==> src/design/ltc_pkg.sv <==
package ltc_pkg;

    localparam int KW_COUNT = 16;
    localparam int KW_COLS  = 8;

    // Token class codes.
    localparam logic [1:0] CLASS_KEYWORD = 2'd0;
    localparam logic [1:0] CLASS_IDENT   = 2'd1;
    localparam logic [1:0] CLASS_INTEGER = 2'd2;
    localparam logic [1:0] CLASS_FLOAT   = 2'd3;

    // Characters with a special role in the number tests.
    localparam logic [7:0] CH_PERIOD  = 8'h2E;
    localparam logic [7:0] CH_EXP_LO  = 8'h65;
    localparam logic [7:0] CH_EXP_HI  = 8'h45;
    localparam logic [7:0] CH_PLUS    = 8'h2B;
    localparam logic [7:0] CH_MINUS   = 8'h2D;
    localparam logic [7:0] CH_ZERO    = 8'h30;
    localparam logic [7:0] CH_NINE    = 8'h39;

    // Keyword spelling, padded with zeros to eight columns.
    localparam logic [7:0] KW_TEXT [KW_COUNT][KW_COLS] = '{
        '{"i", "f", 8'h00, 8'h00, 8'h00, 8'h00, 8'h00, 8'h00},
        '{"f", "o", "r", 8'h00, 8'h00, 8'h00, 8'h00, 8'h00},
        '{"e", "l", "s", "e", 8'h00, 8'h00, 8'h00, 8'h00},
        '{"w", "h", "i", "l", "e", 8'h00, 8'h00, 8'h00},
        '{"c", "i", "n", 8'h00, 8'h00, 8'h00, 8'h00, 8'h00},
        '{"c", "o", "u", "t", 8'h00, 8'h00, 8'h00, 8'h00},
        '{"b", "o", "o", "l", 8'h00, 8'h00, 8'h00, 8'h00},
        '{"c", "a", "s", "e", 8'h00, 8'h00, 8'h00, 8'h00},
        '{"c", "o", "n", "s", "t", 8'h00, 8'h00, 8'h00},
        '{"f", "l", "o", "a", "t", 8'h00, 8'h00, 8'h00},
        '{"f", "a", "l", "s", "e", 8'h00, 8'h00, 8'h00},
        '{"t", "r", "u", "e", 8'h00, 8'h00, 8'h00, 8'h00},
        '{"v", "o", "i", "d", 8'h00, 8'h00, 8'h00, 8'h00},
        '{"s", "w", "i", "t", "c", "h", 8'h00, 8'h00},
        '{"i", "n", "t", 8'h00, 8'h00, 8'h00, 8'h00, 8'h00},
        '{"d", "o", "u", "b", "l", "e", 8'h00, 8'h00}
    };

    localparam logic [2:0] KW_LEN [KW_COUNT] = '{
        3'd2, 3'd3, 3'd4, 3'd5, 3'd3, 3'd4, 3'd4, 3'd4,
        3'd5, 3'd5, 3'd5, 3'd4, 3'd4, 3'd6, 3'd3, 3'd6
    };

    typedef struct packed {
        logic [7:0] ch;
        logic       last_char;
    } in_word_t;

    typedef struct packed {
        logic [1:0] token_class;
        logic       malformed_number;
    } out_word_t;

    typedef struct packed {
        logic [KW_COUNT-1:0] keyword_hits;
        logic [2:0]          char_position;
        logic                integer_ok;
        logic                float_ok;
        logic [1:0]          period_count;
        logic [1:0]          exponent_count;
        logic [1:0]          exponent_sign_count;
        logic                previous_was_exponent;
    } tok_state_t;

    localparam tok_state_t STATE_RESET = '{
        keyword_hits:          {KW_COUNT{1'b1}},
        char_position:         3'd0,
        integer_ok:            1'b1,
        float_ok:              1'b1,
        period_count:          2'd0,
        exponent_count:        2'd0,
        exponent_sign_count:   2'd0,
        previous_was_exponent: 1'b0
    };

    // Two-bit counter that sticks at three.
    function automatic logic [1:0] sat_inc(input logic [1:0] v);
        return (v == 2'd3) ? 2'd3 : v + 2'd1;
    endfunction

endpackage

==> src/design/ltc_step.sv <==
module ltc_step (
    input  ltc_pkg::tok_state_t st,
    input  ltc_pkg::in_word_t   word,
    output ltc_pkg::tok_state_t st_next,
    output ltc_pkg::out_word_t  res
);
    import ltc_pkg::*;

    logic                is_digit;
    logic                is_sign;
    logic                is_expo;
    logic [KW_COUNT-1:0] hits_next;
    logic [KW_COUNT-1:0] len_match;
    logic [3:0]          pos_plus;
    logic                excess;
    logic                is_keyword;

    // Character classes.
    assign is_digit = (word.ch >= CH_ZERO) && (word.ch <= CH_NINE);
    assign is_sign  = (word.ch == CH_PLUS) || (word.ch == CH_MINUS);
    assign is_expo  = (word.ch == CH_EXP_LO) || (word.ch == CH_EXP_HI);
    assign pos_plus = {1'b0, st.char_position} + 4'd1;

    // Keyword flags: one compare per keyword at the current column.
    always_comb
    begin
        for (int k = 0; k < KW_COUNT; k++)
        begin
            hits_next[k] = st.keyword_hits[k] && (st.char_position < KW_LEN[k]) &&
                           (KW_TEXT[k][st.char_position] == word.ch);
            len_match[k] = (pos_plus == {1'b0, KW_LEN[k]});
        end
    end

    // Number tests and counters.
    always_comb
    begin
        st_next = st;
        st_next.keyword_hits = hits_next;
        if (st.char_position == 3'd0)
        begin
            if (!(is_sign || is_digit))
            begin
                st_next.integer_ok = 1'b0;
                st_next.float_ok   = 1'b0;
            end
        end
        else
        begin
            if (!is_digit)
            begin
                st_next.integer_ok = 1'b0;
            end
            if (is_digit)
            begin
                st_next.float_ok = st.float_ok;
            end
            else if (word.ch == CH_PERIOD)
            begin
                st_next.period_count = sat_inc(st.period_count);
            end
            else if (is_expo)
            begin
                st_next.exponent_count = sat_inc(st.exponent_count);
            end
            else if (is_sign && st.previous_was_exponent)
            begin
                st_next.exponent_sign_count = sat_inc(st.exponent_sign_count);
            end
            else
            begin
                st_next.float_ok = 1'b0;
            end
        end
        st_next.previous_was_exponent = is_expo;
        if (st.char_position != 3'd7)
        begin
            st_next.char_position = st.char_position + 3'd1;
        end
    end

    // Classification from the updated flags.
    assign excess = st_next.period_count[1] || st_next.exponent_count[1] ||
                    st_next.exponent_sign_count[1];
    assign is_keyword = |(hits_next & len_match);

    always_comb
    begin
        res.malformed_number = st_next.float_ok && excess;
        if (is_keyword)
        begin
            res.token_class = CLASS_KEYWORD;
        end
        else if (st_next.integer_ok)
        begin
            res.token_class = CLASS_INTEGER;
        end
        else if (st_next.float_ok && !excess)
        begin
            res.token_class = CLASS_FLOAT;
        end
        else
        begin
            res.token_class = CLASS_IDENT;
        end
    end

endmodule

==> src/design/lexical_token_classifier.sv <==
// Lexical token classifier. Feed one character per word on in_word, with
// last_char set on the final character of each token; one result word then
// comes out with the token's class (keyword, identifier, signed integer or
// signed float) and a flag for numbers with too many periods, exponents or
// exponent signs. The block takes one character every cycle while in_stall is
// low; a token's result is registered into out_word, or into a one-word skid
// register while out_word is held. These two registers separate the channels,
// so in_stall rises only when both hold results that the consumer has not taken.
module lexical_token_classifier (
    input  logic                clk,
    input  logic                rst_n,
    input  logic                in_valid,
    output logic                in_stall,
    input  ltc_pkg::in_word_t   in_word,
    output logic                out_valid,
    input  logic                out_stall,
    output ltc_pkg::out_word_t  out_word
);
    import ltc_pkg::*;

    tok_state_t state_reg;
    tok_state_t state_next;
    tok_state_t step_state;
    out_word_t  step_res;
    out_word_t  out_word_reg;
    out_word_t  out_word_next;
    out_word_t  skid_word_reg;
    out_word_t  skid_word_next;
    logic       out_valid_reg;
    logic       out_valid_next;
    logic       skid_valid_reg;
    logic       skid_valid_next;
    logic       in_take;
    logic       out_take;
    logic       produce;

    ltc_step u_step (
        .st      (state_reg),
        .word    (in_word),
        .st_next (step_state),
        .res     (step_res)
    );

    assign in_take  = in_valid && !skid_valid_reg;
    assign out_take = out_valid_reg && !out_stall;
    assign produce  = in_take && in_word.last_char;

    // Token state advances on each taken character and clears after the last.
    always_comb
    begin
        state_next = state_reg;
        if (in_take)
        begin
            state_next = in_word.last_char ? STATE_RESET : step_state;
        end
    end

    // Output register with a skid word behind it.
    always_comb
    begin
        out_valid_next  = out_valid_reg;
        out_word_next   = out_word_reg;
        skid_valid_next = skid_valid_reg;
        skid_word_next  = skid_word_reg;
        if (!out_valid_reg || out_take)
        begin
            if (skid_valid_reg)
            begin
                out_valid_next  = 1'b1;
                out_word_next   = skid_word_reg;
                skid_valid_next = 1'b0;
            end
            else if (produce)
            begin
                out_valid_next = 1'b1;
                out_word_next  = step_res;
            end
            else
            begin
                out_valid_next = 1'b0;
            end
        end
        else if (produce)
        begin
            skid_valid_next = 1'b1;
            skid_word_next  = step_res;
        end
    end

    // Control state.
    always_ff @(posedge clk or negedge rst_n)
    begin
        if (!rst_n)
        begin
            state_reg      <= STATE_RESET;
            out_valid_reg  <= 1'b0;
            skid_valid_reg <= 1'b0;
        end
        else
        begin
            state_reg      <= state_next;
            out_valid_reg  <= out_valid_next;
            skid_valid_reg <= skid_valid_next;
        end
    end

    // Result payload.
    always_ff @(posedge clk)
    begin
        out_word_reg  <= out_word_next;
        skid_word_reg <= skid_word_next;
    end

    assign in_stall  = skid_valid_reg;
    assign out_valid = out_valid_reg;
    assign out_word  = out_word_reg;

endmodule

==> config.mk <==
export PLATFORM = sky130hd
export DESIGN_NAME = lexical_token_classifier
export DESIGN_NICKNAME = d
export VERILOG_FILES = /design/src/design/ltc_pkg.sv /design/src/design/ltc_step.sv /design/src/design/lexical_token_classifier.sv
export SDC_FILE = /design/constraint.sdc
export NUM_CORES = 1
export LEC_CHECK = 0
export BUFFER_PORTS_ARGS = -buffer_cell sky130_fd_sc_hd__buf_2
export CORE_UTILIZATION = 60
export CTS_CLUSTER_DIAMETER = 30
export DETAILED_ROUTE_END_ITERATION = 12
export PLACE_DENSITY = 0.77
export SETUP_SLACK_MARGIN = 0.4
export SYNTH_ARGS = -nofsm -noshare
export SYNTH_HDL_FRONTEND = slang
export SYNTH_SLANG_ARGS = --single-unit
==> constraint.sdc <==
create_clock -name clk -period 3.3 [get_ports clk]
set_clock_uncertainty 0.05 [all_clocks]
set_input_delay 0.33 -clock clk [delete_from_list [all_inputs] [get_ports clk]]
set_output_delay 0.33 -clock clk [all_outputs]
set_load 0.03 [all_outputs]
==> qor.yml <==
grt_util_all_layers_pct: 31.8
via_per_inst: 6.70
grt_pass1_vias: 2933
layout.cells.non_filler: 492
setup_violations: 0
syn_nets: 449
worst_pin_slew_ps: 710
worst-setup-path-type: "register to register"
die_area_um2: 6110
routed_wl_um: 9290
io-pin-count: 18
h-tree-depth: 2
fin_crit_sh_pct: 85.0
nets: 442
rsz0062_at_grt: "false"
cts.root.buffer_cell: "clkbuf_8"
critPathRequiredTime_ps: 3380
outcome: "finished clean"
route.detailed.wl_per_inst_um: 18.9
ys_seq_area_share_pct: 27.4
synth_cell_types: 78
place.gp.congestion: 0.946
firstDrtPassIters: 6
clkSlewWorstSetupHoldPaths_ps: 90
relSlewSlack_pct: 52.7
drt_iter0_drc: 441
startpoint_type: "register"
vias: 3294
yosys_warnings: 0
dp_cells: 484
place_ws_ps: 380
synth_area_um2: 3480
fin_ws_ps: 494
synthCells: 426
drive_gt1_share_pct: 18.3
clock_sinks: 36
syn_avg_cell_area_um2: 8.17
ys.flop_type: "dfstp_2"
antenna_found_initial: 0
rows: 27
grt_overflow_total: 0
die_height_um: 78.2
ant_nets: 0
endpoint_kind: "register"
drc: 0
hold_violations: 0
fmax_mhz: 356
dpl.hpwl_um: 6360
grt_max_degree: 53
p_per_area_nw_per_um2: 437
clkLatencyLatePin_ps: 290
crit_fanout: 28
cap_violations: 0
crit_arrival_ps: 2890
finalMaxSlewViolations: 0
final_core_util_pct: 65.4
p_leak_nw: 1.39
cts_tree: "done"
initial_core_util_pct: 62.8
setup_tns_ps: 0
cts_buffers: 5
synth_edf_count: 6
portBuffers: 17
hold_class: "primary input to async pin"
core_area_um2: 5540
min_period_ps: 2810
area_delta_synth_final_pct: 4.10
whs_ps: 31.4
antenna_cells: 0
max-vdd-ir-drop_mv: 0.315
clockBufferDepth: 2
die_w_um: 78.2
synthArstFlopShare_pct: 83.3
grt_pass1_wl_um: 15200
largest_reg_flops: 28
ys_ff_latch: 36
## cell usage in the layout (no fill, tap or decap), types with 11 or more instances in the layout
cell type  Yosys  layout
dfstp_2       18      18
a21oi_1       33      33
buf_2         14      17
o21ai_0       25      25
dfrtp_1       12      11
nand3_1       16      16
nand2_1       44      44
nor2b_1       11      11
nor2_1        34      34
xor2_1        14      14
xnor2_1       19      19
inv_1         11      11
nor3_1        14      14
## worst max-delay path, stage by stage, from the launching register on
cell and delay [ps]:
dfrtp_1 350, buf_4 320, ha_2 360, buf_4 190, xnor2_1 150, nor3_1 80
o2111ai_1 340, nor3_1 120, a211oi_2 310, nand3_1 160, o31ai_2 190
## synth_stat cells (3+ instances only)
master    instances  share of area [%]
nor2_1           34                3.7
or3_1             6                1.1
edfxtp_1          6                5.2
o21ai_0          25                3.6
clkbuf_1          9               0.97
o31ai_1           4               0.86
nor4b_1           3               0.76
xnor2_1          19                4.8
buf_4             8                1.7
nor3_1           14                2.0
nand3_1          16                2.3
inv_1            11                1.2
dfstp_2          18                 14
buf_2            14                2.0
and3_1            5               0.90
dfrtp_1          12                8.6
a21oi_1          33                4.7
or2_2             3               0.54
nor2b_1          11                2.0
a31oi_1           6                1.1
o21ai_1           7                1.0
xor2_1           14                3.5
nand2_1          44                4.7
a211oi_1          3               0.65
nor4_1            5               0.90
nor3b_1           7                1.5
ha_1             10                3.6
and4_1            7                1.8
buf_6             7                2.3
nand4_1           3               0.54
## through the flow
step	power (mW)	instance area (µm²)
final	1.58	3620
after global routing	1.67	3620
after floorplan	1.02	3480
after global placement	1.14	3470
after CTS	1.55	3580
after detailed placement	1.14	3470
## layer usage
layer | up-vias | wire (µm) | global-route usage, %
li1 | 1533 | - | -
met1 | 1536 | 4080 | 45.3
met2 | 196 | 4140 | 49.0
met3 | 29 | 822 | 4.19
met4 | 0 | 252 | 12.0
met5 | - | 0 | 0
## kinds of logic (layout without fill, tap and decap cells)
group                    after synthesis  after routing  share of synthesized area, %
adder cells (fa/ha/maj)               10             10                          3.60
AO/OA/AOI/OAI                        117            117                          23.4
XOR/XNOR                              35             35                          9.24
buffers and inverters                 52             46                          8.81
AND/OR/NAND/NOR                      174            174                          26.9
multiplexers                           2              2                         0.575
flip-flops                            36             36                          27.4
## area by class of cell
type / instances / area (µm²)
inverters: 13 / 48.8
fillers: 470 / 1920
multi-input cells: 338 / 2260
well taps: 72 / 90.1
flip-flops and latches: 36 / 955
repair buffers: 25 / 158
clock buffers: 5 / 68.8
clock inverters: 3 / 42.5
## repair_timing
action,4_1_cts,5_1_grt
endpoints found under the setup margin,1,4
resized for setup,1,8
cloned,0,0
setup buffers,0,0
pin swaps,0,0
hold buffers,0,0
## worst paths after layout
| check | from | endpoint | slack, ps | depth (start not counted) |
|---|---|---|---|---|
| hold / removal | rst_n | in_stall | 30 | 1 |
| hold reg to reg | state_reg[25] | state_reg[25] | 420 | 2 |
| setup reg to reg | state_reg[10] | out_word[2] | 490 | 10 |
| max in group asynchronous | rst_n | state_reg[9] | 2660 | 1 |
| setup / recovery | state_reg[10] | out_word[2] | 490 | 10 |
| min in group clk | out_stall | out_valid | 290 | 3 |
## report_power, final
| part | internal [mW] | switching [mW] | leakage, nW | total, mW |
|---|---|---|---|---|
| clock network | 0.224 | 0.181 | 0.0541 | 0.405 |
| registers | 0.506 | 0.0269 | 0.406 | 0.533 |
| logic | 0.238 | 0.409 | 0.931 | 0.647 |
| total | 0.967 | 0.617 | 1.39 | 1.58 |
(Power assumes the default switching activity.)
